File: src/mtc_pkg.sv
// Shared types, character constants and Morse lookup functions for the Morse text codec.
`default_nettype none

package mtc_pkg;

  // ASCII codes used by the codec
  localparam logic [7:0] ChSpace = 8'h20;
  localparam logic [7:0] ChTab   = 8'h09;
  localparam logic [7:0] ChNl    = 8'h0A;
  localparam logic [7:0] ChHash  = 8'h23;
  localparam logic [7:0] ChDot   = 8'h2A;
  localparam logic [7:0] ChDash  = 8'h2D;

  // Longest code held in the symbol register; the length counter saturates one above
  localparam int unsigned MaxSymbols = 7;
  localparam int unsigned MaxResults = 8;
  localparam logic [3:0]  LenMax     = 4'd7;
  localparam logic [3:0]  LenSat     = 4'd8;

  // Mode register values
  localparam logic ModeEncode = 1'b0;
  localparam logic ModeDecode = 1'b1;

  // Work handed from the front to the back: up to eight bytes to emit, in order
  typedef struct packed {
    logic [3:0]                       count;
    logic [MaxResults-1:0][7:0]       bytes;
  } job_t;

  // Encoder lookup result: symbol bit i set means symbol i is a dash
  typedef struct packed {
    logic       hit;
    logic       ws;
    logic [2:0] len;
    logic [6:0] sym;
  } enc_code_t;

  // Text character to Morse code, first table row wins
  function automatic enc_code_t enc_lookup(logic [7:0] ch);
    enc_code_t r;
    r.hit = 1'b1;
    r.ws  = 1'b0;
    r.len = 3'd0;
    r.sym = 7'b0;
    unique case (ch)
      8'h41, 8'h61: begin r.len = 3'd2; r.sym = 7'b0000010; end // A
      8'h42, 8'h62: begin r.len = 3'd4; r.sym = 7'b0000001; end // B
      8'h43, 8'h63: begin r.len = 3'd4; r.sym = 7'b0000101; end // C
      8'h44, 8'h64: begin r.len = 3'd3; r.sym = 7'b0000001; end // D
      8'h45, 8'h65: begin r.len = 3'd1; r.sym = 7'b0000000; end // E
      8'h46, 8'h66: begin r.len = 3'd4; r.sym = 7'b0000100; end // F
      8'h47, 8'h67: begin r.len = 3'd3; r.sym = 7'b0000011; end // G
      8'h48, 8'h68: begin r.len = 3'd4; r.sym = 7'b0000000; end // H
      8'h49, 8'h69: begin r.len = 3'd2; r.sym = 7'b0000000; end // I
      8'h4A, 8'h6A: begin r.len = 3'd4; r.sym = 7'b0001110; end // J
      8'h4B, 8'h6B: begin r.len = 3'd3; r.sym = 7'b0000101; end // K
      8'h4C, 8'h6C: begin r.len = 3'd4; r.sym = 7'b0000010; end // L
      8'h4D, 8'h6D: begin r.len = 3'd2; r.sym = 7'b0000011; end // M
      8'h4E, 8'h6E: begin r.len = 3'd2; r.sym = 7'b0000001; end // N
      8'h4F, 8'h6F: begin r.len = 3'd3; r.sym = 7'b0000111; end // O
      8'h50, 8'h70: begin r.len = 3'd4; r.sym = 7'b0000110; end // P
      8'h51, 8'h71: begin r.len = 3'd4; r.sym = 7'b0001011; end // Q
      8'h52, 8'h72: begin r.len = 3'd3; r.sym = 7'b0000010; end // R
      8'h53, 8'h73: begin r.len = 3'd3; r.sym = 7'b0000000; end // S
      8'h54, 8'h74: begin r.len = 3'd1; r.sym = 7'b0000001; end // T
      8'h55, 8'h75: begin r.len = 3'd3; r.sym = 7'b0000100; end // U
      8'h56, 8'h76: begin r.len = 3'd4; r.sym = 7'b0001000; end // V
      8'h57, 8'h77: begin r.len = 3'd3; r.sym = 7'b0000110; end // W
      8'h58, 8'h78: begin r.len = 3'd4; r.sym = 7'b0001001; end // X
      8'h59, 8'h79: begin r.len = 3'd4; r.sym = 7'b0001101; end // Y
      8'h5A, 8'h7A: begin r.len = 3'd4; r.sym = 7'b0000011; end // Z
      8'h23:        begin r.len = 3'd4; r.sym = 7'b0000111; end // #
      8'h2A:        begin r.len = 3'd4; r.sym = 7'b0001100; end // *
      8'h29:        begin r.len = 3'd6; r.sym = 7'b0101101; end // )
      8'h31:        begin r.len = 3'd5; r.sym = 7'b0011110; end // 1
      8'h32:        begin r.len = 3'd5; r.sym = 7'b0011100; end // 2
      8'h33:        begin r.len = 3'd5; r.sym = 7'b0011000; end // 3
      8'h34:        begin r.len = 3'd5; r.sym = 7'b0010000; end // 4
      8'h35:        begin r.len = 3'd5; r.sym = 7'b0000000; end // 5
      8'h36:        begin r.len = 3'd5; r.sym = 7'b0000001; end // 6
      8'h37:        begin r.len = 3'd5; r.sym = 7'b0000011; end // 7
      8'h38:        begin r.len = 3'd5; r.sym = 7'b0000111; end // 8
      8'h39:        begin r.len = 3'd5; r.sym = 7'b0001111; end // 9
      8'h30:        begin r.len = 3'd5; r.sym = 7'b0011111; end // 0
      8'h2E:        begin r.len = 3'd6; r.sym = 7'b0101010; end // .
      8'h2C:        begin r.len = 3'd6; r.sym = 7'b0110011; end // ,
      8'h21:        begin r.len = 3'd6; r.sym = 7'b0110101; end // !
      8'h3F:        begin r.len = 3'd6; r.sym = 7'b0001100; end // ?
      8'h27:        begin r.len = 3'd6; r.sym = 7'b0011110; end // '
      8'h22:        begin r.len = 3'd6; r.sym = 7'b0010010; end // "
      8'h3B:        begin r.len = 3'd6; r.sym = 7'b0010101; end // ;
      8'h3A:        begin r.len = 3'd6; r.sym = 7'b0000111; end // :
      8'h2D:        begin r.len = 3'd6; r.sym = 7'b0100001; end // -
      8'h2B:        begin r.len = 3'd5; r.sym = 7'b0001010; end // +
      8'h5F:        begin r.len = 3'd6; r.sym = 7'b0101100; end // _
      8'h2F:        begin r.len = 3'd5; r.sym = 7'b0001001; end // /
      8'h28:        begin r.len = 3'd5; r.sym = 7'b0001101; end // (
      8'h26:        begin r.len = 3'd5; r.sym = 7'b0000010; end // &
      8'h24:        begin r.len = 3'd7; r.sym = 7'b1001000; end // $
      8'h40:        begin r.len = 3'd6; r.sym = 7'b0010110; end // @
      8'h20, 8'h09, 8'h0A: begin r.ws = 1'b1; end             // whitespace codes as itself
      default:      begin r.hit = 1'b0; end
    endcase
    return r;
  endfunction

  // Morse code (length 1..7, symbols) to character, '#' when no row matches
  function automatic logic [7:0] dec_lookup(logic [2:0] len, logic [6:0] sym);
    logic [7:0] ch;
    unique case ({len, sym})
      {3'd1, 7'b0000000}: ch = 8'h45; // E
      {3'd1, 7'b0000001}: ch = 8'h54; // T
      {3'd2, 7'b0000010}: ch = 8'h41; // A
      {3'd2, 7'b0000000}: ch = 8'h49; // I
      {3'd2, 7'b0000011}: ch = 8'h4D; // M
      {3'd2, 7'b0000001}: ch = 8'h4E; // N
      {3'd3, 7'b0000110}: ch = 8'h57; // W
      {3'd3, 7'b0000011}: ch = 8'h47; // G
      {3'd3, 7'b0000001}: ch = 8'h44; // D
      {3'd3, 7'b0000101}: ch = 8'h4B; // K
      {3'd3, 7'b0000111}: ch = 8'h4F; // O
      {3'd3, 7'b0000010}: ch = 8'h52; // R
      {3'd3, 7'b0000000}: ch = 8'h53; // S
      {3'd3, 7'b0000100}: ch = 8'h55; // U
      {3'd4, 7'b0000001}: ch = 8'h42; // B
      {3'd4, 7'b0001000}: ch = 8'h56; // V
      {3'd4, 7'b0000011}: ch = 8'h5A; // Z
      {3'd4, 7'b0001110}: ch = 8'h4A; // J
      {3'd4, 7'b0000010}: ch = 8'h4C; // L
      {3'd4, 7'b0000110}: ch = 8'h50; // P
      {3'd4, 7'b0000100}: ch = 8'h46; // F
      {3'd4, 7'b0000000}: ch = 8'h48; // H
      {3'd4, 7'b0000101}: ch = 8'h43; // C
      {3'd4, 7'b0001011}: ch = 8'h51; // Q
      {3'd4, 7'b0001101}: ch = 8'h59; // Y
      {3'd4, 7'b0001001}: ch = 8'h58; // X
      {3'd4, 7'b0001100}: ch = 8'h2A; // *
      {3'd5, 7'b0011110}: ch = 8'h31; // 1
      {3'd5, 7'b0011100}: ch = 8'h32; // 2
      {3'd5, 7'b0011000}: ch = 8'h33; // 3
      {3'd5, 7'b0010000}: ch = 8'h34; // 4
      {3'd5, 7'b0000000}: ch = 8'h35; // 5
      {3'd5, 7'b0000001}: ch = 8'h36; // 6
      {3'd5, 7'b0000011}: ch = 8'h37; // 7
      {3'd5, 7'b0000111}: ch = 8'h38; // 8
      {3'd5, 7'b0001111}: ch = 8'h39; // 9
      {3'd5, 7'b0011111}: ch = 8'h30; // 0
      {3'd5, 7'b0001010}: ch = 8'h2B; // +
      {3'd5, 7'b0001001}: ch = 8'h2F; // /
      {3'd5, 7'b0001101}: ch = 8'h28; // (
      {3'd5, 7'b0000010}: ch = 8'h26; // &
      {3'd6, 7'b0101101}: ch = 8'h29; // )
      {3'd6, 7'b0101010}: ch = 8'h2E; // .
      {3'd6, 7'b0110011}: ch = 8'h2C; // ,
      {3'd6, 7'b0110101}: ch = 8'h21; // !
      {3'd6, 7'b0001100}: ch = 8'h3F; // ?
      {3'd6, 7'b0011110}: ch = 8'h27; // '
      {3'd6, 7'b0010010}: ch = 8'h22; // "
      {3'd6, 7'b0010101}: ch = 8'h3B; // ;
      {3'd6, 7'b0000111}: ch = 8'h3A; // :
      {3'd6, 7'b0100001}: ch = 8'h2D; // -
      {3'd6, 7'b0101100}: ch = 8'h5F; // _
      {3'd6, 7'b0010110}: ch = 8'h40; // @
      {3'd7, 7'b1001000}: ch = 8'h24; // $
      default:            ch = ChHash;
    endcase
    return ch;
  endfunction

  // Character for a closed code: space when empty, '#' when invalid or too long
  function automatic logic [7:0] close_char(logic [3:0] len, logic [6:0] sym, logic inv);
    logic [7:0] ch;
    if (len == 4'd0) begin
      ch = ChSpace;
    end else if (inv || (len > LenMax)) begin
      ch = ChHash;
    end else begin
      ch = dec_lookup(len[2:0], sym);
    end
    return ch;
  endfunction

endpackage

`default_nettype wire

File: src/mtc_front.sv
// Front end: accepts input bytes, holds mode and decode state, builds output jobs.
`default_nettype none

module mtc_front (
  input  wire logic         clk_i,
  input  wire logic         rst_ni,
  input  wire logic         cfg_we_i,
  input  wire logic         cfg_wdata_i,
  input  wire logic         in_valid_i,
  output logic              in_ready_o,
  input  wire logic [7:0]   in_byte_i,
  input  wire logic         in_eom_i,
  input  wire logic         q_full_i,
  output logic              q_push_o,
  output mtc_pkg::job_t     q_job_o
);

  logic       mode_q;
  logic [6:0] sym_q, sym_d;
  logic [3:0] len_q, len_d;
  logic       inv_q, inv_d;

  logic                 accept;
  logic                 is_ws;
  logic                 is_sym;
  logic [6:0]           sym_upd;
  logic [3:0]           len_upd;
  logic                 inv_upd;
  mtc_pkg::enc_code_t   enc;
  mtc_pkg::job_t        enc_job;
  mtc_pkg::job_t        dec_job;

  assign in_ready_o = !q_full_i;
  assign accept     = in_valid_i && !q_full_i;

  assign is_ws  = (in_byte_i == mtc_pkg::ChSpace) || (in_byte_i == mtc_pkg::ChTab) ||
                  (in_byte_i == mtc_pkg::ChNl);
  assign is_sym = (in_byte_i == mtc_pkg::ChDot) || (in_byte_i == mtc_pkg::ChDash);

  // Code state after taking one symbol byte
  always_comb begin
    sym_upd = sym_q;
    if ((len_q < mtc_pkg::LenMax) && (in_byte_i == mtc_pkg::ChDash)) begin
      sym_upd[len_q[2:0]] = 1'b1;
    end
    inv_upd = inv_q || !is_sym;
    len_upd = (len_q < mtc_pkg::LenSat) ? len_q + 4'd1 : len_q;
  end

  // Encode job: symbols, whitespace itself or '#' for an unknown byte, then a trailing space
  assign enc = mtc_pkg::enc_lookup(in_byte_i);

  always_comb begin
    enc_job.bytes = {mtc_pkg::MaxResults{mtc_pkg::ChSpace}};
    if (enc.ws) begin
      enc_job.bytes[0] = in_byte_i;
      enc_job.count    = 4'd2;
    end else if (!enc.hit) begin
      enc_job.bytes[0] = mtc_pkg::ChHash;
      enc_job.count    = 4'd2;
    end else begin
      for (int i = 0; i < mtc_pkg::MaxSymbols; i++) begin
        if (3'(i) < enc.len) begin
          enc_job.bytes[i] = enc.sym[i] ? mtc_pkg::ChDash : mtc_pkg::ChDot;
        end
      end
      enc_job.count = {1'b0, enc.len} + 4'd1;
    end
  end

  // Decode job and next decode state
  always_comb begin
    dec_job.bytes = {mtc_pkg::MaxResults{mtc_pkg::ChSpace}};
    dec_job.count = 4'd0;
    sym_d = sym_q;
    len_d = len_q;
    inv_d = inv_q;
    if (is_ws) begin
      // close pending code, echo tab or newline, then the empty close on end of message
      dec_job.bytes[0] = mtc_pkg::close_char(len_q, sym_q, inv_q);
      dec_job.bytes[1] = in_byte_i;
      dec_job.count    = 4'd1 + {3'b0, (in_byte_i != mtc_pkg::ChSpace)} + {3'b0, in_eom_i};
      sym_d = 7'b0;
      len_d = 4'd0;
      inv_d = 1'b0;
    end else if (in_eom_i) begin
      dec_job.bytes[0] = mtc_pkg::close_char(len_upd, sym_upd, inv_upd);
      dec_job.count    = 4'd1;
      sym_d = 7'b0;
      len_d = 4'd0;
      inv_d = 1'b0;
    end else begin
      sym_d = sym_upd;
      len_d = len_upd;
      inv_d = inv_upd;
    end
  end

  assign q_job_o  = (mode_q == mtc_pkg::ModeDecode) ? dec_job : enc_job;
  assign q_push_o = accept && (q_job_o.count != 4'd0);

  // Mode register
  always_ff @(posedge clk_i or negedge rst_ni) begin
    if (!rst_ni) begin
      mode_q <= mtc_pkg::ModeEncode;
    end else if (cfg_we_i) begin
      mode_q <= cfg_wdata_i;
    end
  end

  // Decode state, touched only by decode-mode transactions
  always_ff @(posedge clk_i or negedge rst_ni) begin
    if (!rst_ni) begin
      sym_q <= 7'b0;
      len_q <= 4'd0;
      inv_q <= 1'b0;
    end else if (accept && (mode_q == mtc_pkg::ModeDecode)) begin
      sym_q <= sym_d;
      len_q <= len_d;
      inv_q <= inv_d;
    end
  end

endmodule

`default_nettype wire

File: src/mtc_queue.sv
// Small register FIFO of jobs between the front and the back.
`default_nettype none

module mtc_queue #(
  parameter int unsigned DEPTH = 2
) (
  input  wire logic          clk_i,
  input  wire logic          rst_ni,
  input  wire logic          push_i,
  input  wire mtc_pkg::job_t push_job_i,
  output logic               full_o,
  input  wire logic          pop_i,
  output logic               valid_o,
  output mtc_pkg::job_t      head_o
);

  localparam int unsigned PtrW = (DEPTH > 1) ? $clog2(DEPTH) : 1;
  localparam int unsigned CntW = $clog2(DEPTH + 1);

  mtc_pkg::job_t   mem_q [DEPTH];
  logic [PtrW-1:0] wr_ptr_q, wr_ptr_d;
  logic [PtrW-1:0] rd_ptr_q, rd_ptr_d;
  logic [CntW-1:0] cnt_q, cnt_d;
  logic            do_push, do_pop;

  assign full_o  = (cnt_q == CntW'(DEPTH));
  assign valid_o = (cnt_q != '0);
  assign head_o  = mem_q[rd_ptr_q];
  assign do_push = push_i && !full_o;
  assign do_pop  = pop_i && valid_o;

  // Pointer and fill count update
  always_comb begin
    wr_ptr_d = wr_ptr_q;
    rd_ptr_d = rd_ptr_q;
    cnt_d    = cnt_q;
    if (do_push) begin
      wr_ptr_d = (wr_ptr_q == PtrW'(DEPTH - 1)) ? '0 : wr_ptr_q + PtrW'(1);
    end
    if (do_pop) begin
      rd_ptr_d = (rd_ptr_q == PtrW'(DEPTH - 1)) ? '0 : rd_ptr_q + PtrW'(1);
    end
    if (do_push && !do_pop) begin
      cnt_d = cnt_q + CntW'(1);
    end else if (do_pop && !do_push) begin
      cnt_d = cnt_q - CntW'(1);
    end
  end

  always_ff @(posedge clk_i or negedge rst_ni) begin
    if (!rst_ni) begin
      wr_ptr_q <= '0;
      rd_ptr_q <= '0;
      cnt_q    <= '0;
    end else begin
      wr_ptr_q <= wr_ptr_d;
      rd_ptr_q <= rd_ptr_d;
      cnt_q    <= cnt_d;
    end
  end

  // Entry storage, no reset
  always_ff @(posedge clk_i) begin
    if (do_push) begin
      mem_q[wr_ptr_q] <= push_job_i;
    end
  end

endmodule

`default_nettype wire

File: src/mtc_back.sv
// Back end: walks the head job and sends one output byte per transaction.
`default_nettype none

module mtc_back (
  input  wire logic          clk_i,
  input  wire logic          rst_ni,
  input  wire logic          q_valid_i,
  input  wire mtc_pkg::job_t q_head_i,
  output logic               q_pop_o,
  output logic               out_valid_o,
  input  wire logic          out_ready_i,
  output logic [7:0]         out_byte_o,
  output logic               out_last_o
);

  logic [2:0] idx_q, idx_d;
  logic       fire;

  assign out_valid_o = q_valid_i;
  assign out_byte_o  = q_head_i.bytes[idx_q];
  assign out_last_o  = ({1'b0, idx_q} == (q_head_i.count - 4'd1));
  assign fire        = q_valid_i && out_ready_i;
  assign q_pop_o     = fire && out_last_o;

  // Byte index within the head job
  always_comb begin
    idx_d = idx_q;
    if (fire) begin
      idx_d = out_last_o ? 3'd0 : idx_q + 3'd1;
    end
  end

  always_ff @(posedge clk_i or negedge rst_ni) begin
    if (!rst_ni) begin
      idx_q <= 3'd0;
    end else begin
      idx_q <= idx_d;
    end
  end

endmodule

`default_nettype wire

File: src/morse_text_codec_core.sv
// Top level of the Morse text codec: front end, job queue and output serializer.
//
// Usage:
//   Input stream (s_axis_*): one character byte per transaction in tdata; tlast is the
//   end-of-message flag that closes a pending code in decode mode.
//   Output stream (m_axis_*): one character byte per transaction; tlast marks the final
//   byte produced by an input transaction.
//   cfg_we_i/cfg_wdata_i write the mode bit (0 encode, 1 decode); write only when idle.
// Output: an input's first byte is valid once its queued job reaches the queue head.
// Throughput: the serializer sends one byte per cycle while a job is queued and tready is
//   high; an input produces as many bytes as its job holds: encode 2 to 8 bytes,
//   decode 0 to 3 bytes (a symbol byte that closes nothing produces no byte).
//   The front accepts while the queue (QUEUE_DEPTH jobs) has room, even when the output
//   is stalled; when the receiver holds tready low the queue fills and s_axis_tready drops.
// Reset: mode returns to encode, decode state is cleared and the queue is emptied.
`default_nettype none

module morse_text_codec_core #(
  parameter int unsigned QUEUE_DEPTH = 2
) (
  input  wire logic        clk_i,
  input  wire logic        rst_ni,
  input  wire logic        cfg_we_i,
  input  wire logic        cfg_wdata_i,     // mode
  input  wire logic        s_axis_tvalid,
  output logic             s_axis_tready,
  input  wire logic [7:0]  s_axis_tdata,    // [7:0] in_byte
  input  wire logic        s_axis_tlast,    // end_of_message
  output logic             m_axis_tvalid,
  input  wire logic        m_axis_tready,
  output logic [7:0]       m_axis_tdata,    // [7:0] out_byte
  output logic             m_axis_tlast     // last
);

  logic           q_push;
  logic           q_full;
  logic           q_pop;
  logic           q_valid;
  mtc_pkg::job_t  q_job;
  mtc_pkg::job_t  q_head;

  mtc_front u_front (
    .clk_i       (clk_i),
    .rst_ni      (rst_ni),
    .cfg_we_i    (cfg_we_i),
    .cfg_wdata_i (cfg_wdata_i),
    .in_valid_i  (s_axis_tvalid),
    .in_ready_o  (s_axis_tready),
    .in_byte_i   (s_axis_tdata),
    .in_eom_i    (s_axis_tlast),
    .q_full_i    (q_full),
    .q_push_o    (q_push),
    .q_job_o     (q_job)
  );

  mtc_queue #(
    .DEPTH (QUEUE_DEPTH)
  ) u_queue (
    .clk_i      (clk_i),
    .rst_ni     (rst_ni),
    .push_i     (q_push),
    .push_job_i (q_job),
    .full_o     (q_full),
    .pop_i      (q_pop),
    .valid_o    (q_valid),
    .head_o     (q_head)
  );

  mtc_back u_back (
    .clk_i       (clk_i),
    .rst_ni      (rst_ni),
    .q_valid_i   (q_valid),
    .q_head_i    (q_head),
    .q_pop_o     (q_pop),
    .out_valid_o (m_axis_tvalid),
    .out_ready_i (m_axis_tready),
    .out_byte_o  (m_axis_tdata),
    .out_last_o  (m_axis_tlast)
  );

endmodule

`default_nettype wire

File: config.mk
export PLATFORM = sky130hd
export DESIGN_NAME = morse_text_codec_core
export DESIGN_NICKNAME = d
export VERILOG_FILES = /design/src/mtc_pkg.sv /design/src/mtc_front.sv /design/src/mtc_queue.sv /design/src/mtc_back.sv /design/src/morse_text_codec_core.sv
export SDC_FILE = /design/constraint.sdc
export NUM_CORES = 1
export LEC_CHECK = 0
export ABC_AREA = 1
export BUFFER_PORTS_ARGS = -buffer_cell sky130_fd_sc_hd__buf_2
export CORE_AREA = 8 8 174 176
export CTS_BUF_LIST = sky130_fd_sc_hd__clkbuf_2
export DETAILED_ROUTE_END_ITERATION = 8
export DIE_AREA = 0 0 182 184
export PLACE_DENSITY_LB_ADDON = 0.3
export SETUP_SLACK_MARGIN = 0.4
export SYNTH_ARGS = -nofsm -noshare
export SYNTH_HDL_FRONTEND = slang
export SYNTH_HIERARCHICAL = 1
export SYNTH_SLANG_ARGS = --single-unit
File: constraint.sdc
create_clock -name clk_i -period 12.6 [get_ports clk_i]
set_input_delay 0.63 -clock clk_i [delete_from_list [all_inputs] [get_ports clk_i]]
set_output_delay 0.63 -clock clk_i [all_outputs]
set_load 0.03 [all_outputs]
## Word-level counts from Yosys, hierarchy flattened

Memory sizes are Yosys's and may differ from the RTL's.
Cells that the tools add are included.

| word-level totals | value |
|---|---|
| logic and storage cells | 337 |
| bits of input ports | 15 |
| output and inout port bits | 11 |
| memory bits (writable) | 136 |
| memories | 1 |
| register bits after elaboration | 20 |

Memories:

| memory | words | width | rd ports | clocked after memory_dff | write ports | line | RTL |
|---|---|---|---|---|---|---|---|
| u_queue.mem_q | 2 | 68 | 1 | 0 | 1 | mtc_queue.sv:20 | `mtc_pkg::job_t mem_q [DEPTH];` |

| operators by class | value |
|---|---|
| muxes and demuxes | 54 |
| reduce and logical (&&, ||, !) cells | 54 |
| equal/unequal tests | 195 |
| add/subtract/negate cells | 10 |
| bitwise logic cells | 1 |
| magnitude comparators | 14 |

Operator list:

| kind | number |
|---|---|
| $eq 10x10->1 const B | 80 |
| $pmux 7 s54 | 2 |
| $pmux 10 s55 | 1 |
| $eq 8x7->1 const B | 54 |
| $eq 10x9->1 const B | 24 |
| $eq 8x6->1 const B | 28 |
| $mux 8 | 17 |
| $mux 48 | 2 |
| $reduce_or 84->1 | 1 |
| $mux 68 | 1 |
| $reduce_or 2->1 | 26 |
| $eq 10x8->1 const B | 4 |
| $bmux 8 s3 | 1 |
| $mux 3 | 8 |
| $mux 4 | 6 |
| $mux 7 | 3 |
| $eq 8x4->1 const B | 2 |
| $logic_and 1x1->1 | 11 |
| $mux 1 | 10 |
| $lt 3x3->1 const A | 3 |
| $gt 4x3->1 const B | 2 |
| $logic_not 4->1 | 2 |
| $lt 3x4->1 const B | 2 |
| $ne 8x6->1 const B | 1 |
| other kinds (24) | 37 |

## Longest topological paths before layout

| logic depth | value |
|---|---|
| word-level depth | 20 |
| depth in mapped cells | 27 |
| depth with buffers taken out | 27 |

## Cells and area by module

Netlist, hierarchy kept.

Modules (own cells, without submodules):

| module | cells each | seq. area each (um^2) | area each (um^2) | instances |
|---|---|---|---|---|
| mtc_queue | 387 | 4,184.0 | 5,176.2 | 1 |
| mtc_front | 889 | 325.3 | 4,687.0 | 1 |
| mtc_back | 183 | 75.1 | 925.9 | 1 |

## Worst setup path before layout

No wires, ideal clock.

| path | value |
|---|---|
| path type | in2reg |
| from | input s_axis_tdata[0] |
| to | memory u_queue/mem_q[1][0] (netlist name) (enable) |
| stages on the path | 19 |
| data arrival time | 5,363 ps |
| setup time | 494 ps |
| path buffers | 1 |
| path slack | 6,743 ps |
| cell sequence | buf_2 -> nor2_1 -> inv_1 -> nor2_1 -> o21ai_0 -> nand2_1 -> nor2_1 -> nand2_1 -> nor2_1 -> nand2_1 -> ha_1 -> xnor2_1 -> inv_1 -> nand2_1 -> inv_1 -> nor2_1 -> a21oi_1 -> o21ai_0 -> nor2_1 |

RTL lines:

| element | line | RTL |
|---|---|---|
| from (decl) | morse_text_codec_core.sv:27 | `input wire logic [7:0] s_axis_tdata,` |
| to (decl) | mtc_queue.sv:20 |  |

==> impl_metrics.toml <==
[layout]
stdcell_area_mm2 = 0.0112
multi_input_area_mm2 = 0.00519
fillers = 2857
postLayoutCoreUtil_pct = 40.8
seq_area_mm2 = 0.00459
syn_to_final_growth_pct = 3.80
drive_gt1_share_pct = 10.5
finalNetCount = 1482

[yosys]
synth-compound-area-share_pct = 9.43
synth_xor_area_share_pct = 0.325
synth_top_cell_by_area = "edfxtp_1"
synth.area.top_cells = "edfxtp_1 38%, nand2_1 16%, nor2_1 7.4%"
synth_area_mm2 = 0.0108
yosysSeqAreaShare_pct = 42.5
synth_top_family_by_area = "simple AND/OR/NAND/NOR gates"
async_reset_ff_share_pct = 12.8
synth_edf_count = 136
synth_ff_type = "edfxtp_1"
synth_area_per_cell_um2 = 7.39
synthSimpleGateAreaFrac_pct = 36.3
yosys.area_share.adder_pct = 0.812
syn-instance-count = 1459
synth.area.mux_share_pct = 0
synth_warnings = 6
synthDistinctLibCells = 57
yosysTopAreaCellShare_pct = 37.9
synth_seq_cells = 156

[cts]
clock-sinks = 156
path_clk_slew_ns = 0.23
clk_latency_ns = 0.74
ctsLongestPathBuffers = 2
cts_buffers = 17
htreeDepth = 4
cts_root_buffer = "clkbuf_2"
cts_tree = "done"
postCtsResizedCells = 0

[timing]
fin_crit_ns = 4.27
final.setup_skew_ns = 0.0396
fmax_mhz = 234
finalHoldViolCount = 0
slew_viol_final = 0
relSlewSlack_pct = 33.7
rsz0062_at_grt = "false"
worst_slew_pin_slew_ns = 0.992
setup_ws_ns = 8.33
final.setup.tns_ns = 0
min_period_over_period_pct = 33.9
finalSetupViolations = 0

[routing]
first_iter_violations = 885
dr.pass1.iters = 5
vias = 9651
drt-total-wl_um = 29600
vias_per_cell = 5.30
drc = 0
drtAntennaViolNets = 0
wire_per_inst_um = 16.2

[power]
ir_drop_mv = 0.108
seqPwrFrac_pct = 37.0
power_density_mw_per_mm2 = 175
p_switching_uw = 933
p_total_uw = 1960
p_clk_share_pct = 15.0
p_leak_uw = 0.00504
p_int_uw = 1030
pwr-share-comb_pct = 48.0
swShare_pct = 47.6

[critical_path]
slowest_stage = "nor2_4"
worstSetupEndpointType = "flop"
crit_fanout = 37
worstSetupPathType = "primary input to flop"
path_buf_inv = 8
critPathLaunchType = "primary input"
critical_path.most_common_cell = "inv_1"
timing.critical_path.cells = "buf_2 > inv_1 > nor2_1 > nand2_1 > inv_1 > nand3_1 > inv_1 > nor2_1 > inv_1 > nor2_1 > nand2_1 > nor2_1 > nand2_1 > ha_1 > xnor2_1 > inv_1 > nand2_1 > inv_1 > nor2_1 > a21oi_1 > o21ai_0 > nor2_4 > buf_4"
critical-path-top-delay-family = "simple AND/OR/NAND/NOR gates"
critPathRequiredTime_ns = 13.00
crit_path_max_incr_delay_ns = 0.80
critPathArrivalTime_ns = 4.67

[floorplan]
die_w_um = 182
row_count = 61
start_util_pct = 39.3
die_area_mm2 = 0.0335
fp.coreArea_mm2 = 0.0275
io_pins = 26
dieHeight_um = 184

[grt]
grt_pass1_vias = 9092
grt_pass1_wl_um = 47700
grtUsageTotal_pct = 17.7
antenna_found_initial = 1
grt_max_degree = 70
overflow = 0

[placement]
post-place-ws_ns = 7.54
dpl_cell_area_mm2 = 0.0109
finalWeightedCongestion = 0.930
placement.io_buffers = 25
place_hpwl_um = 21500

[min_path]
hp-class = "primary input to flop"

[outcome]
status = "finished clean"

[job]
drv_cap = 0
[flip-flops by register name, summed over array words and instances, names as in the netlist, 2 cells and up]
register       flops
u_queue/mem_q    136
u_front/sym_q      7
u_back/idx_q       3
u_front/len_q      4
u_queue/cnt_q      2
[worst reg2reg max path: stages (launching register included)]
cell	delay (ns)
dfrtp_1	0.87
clkinv_1	0.59
or2_2	0.44
nand2_1	0.11
nor2_1	0.05
a21oi_1	0.21
o21ai_0	0.23
nor2_4	0.80
buf_4	0.59
[synthesized netlist by cell type, types with 13 or more instances]
master,count
nor4_1,19
buf_4,45
nand2_2,19
nor2_1,214
o21ai_1,33
nor2_2,19
a21oi_1,38
inv_1,125
nand4_1,21
edfxtp_1,136
dfrtp_1,20
nand3_1,69
nor3_1,33
nand2_1,464
buf_6,13
inv_2,15
o21ai_0,49
buf_2,18
[what timing repair did]
item                                   in CTS  in global routing
hold buffers                                1                  0
endpoints found under the hold margin      20                  0
setup buffers                               0                  0
[metal layers]
metal / track usage, % / wire length, um
met2: 28.2 / 13100
met5: 0 / 0
met4: 7.41 / 1010
met1: 23.8 / 13800
met3: 2.77 / 1690
[cell families (layout without fill, tap and decap cells)]
family          count (synthesis)  in the layout
other cells                     2             34
xor+xnor                        4              4
compound gates                172            172
fa+ha+maj                       7              7
simple gates                  894            894
buf+inv                       224            207
flops                         156            156
[area by class of cell]
cell class / count / share of cell area (%)
well taps: 346 / 3.87
multi-input cells: 1110 / 46.4
inverters: 144 / 4.89
clock inverters: 14 / 1.58
flip-flops and latches: 156 / 40.9
clock buffers: 18 / 0.804
repair buffers: 31 / 1.54
diodes: 1 / 0.0223
[stage by stage]
stage | std cells | hold WS (ns)
after detailed placement | 1786 | 0.465
final | 1820 | 0.147
after floorplan | 1490 | 0.334
after global routing | 1820 | 0.0844
after CTS | 1819 | 0.0947
after global placement | 1786 | 0.465
[power by group through the flow]
stage / registers [uW] / clock network [uW] / logic, uW
final: 724 / 294 / 941
after global routing: 735 / 324 / 1050
after CTS: 725 / 302 / 941
after detailed placement: 737 / 0 / 938
after global placement: 735 / 0 / 939
after floorplan: 714 / 0 / 749
[cell usage in the layout, fill, tap and decap left out, drive strengths merged, types with 7 or more instances in the layout]
master  count
edfxtp    136
a21oi      40
nor3       37
conb       33
nand4      23
nor4       19
buf        30
inv       149
dfrtp      20
clkbuf     18
nand3      80
o21ai      86
a211oi      7
o211ai     10
ha          7
nor2      240
nand2     485
[worst paths after layout]
path | from | endpoint | slack [ns] | depth (start not counted)
worst max-delay path | s_axis_tdata[6] | u_queue/mem_q[1][43] | 8.33 | 23
worst min-delay path | cfg_we_i | u_front/mode_q | 0.15 | 2
worst max register to register | u_front/mode_q | u_queue/mem_q[1][43] | 8.36 | 8
worst min register to register | u_queue/cnt_q[1] | u_queue/cnt_q[1] | 0.51 | 2
max in group asynchronous | rst_ni | u_queue/rd_ptr_q | 11.85 | 2
min in group asynchronous | rst_ni | u_front/sym_q[0] | 0.36 | 2
(Power assumes the default switching activity.)
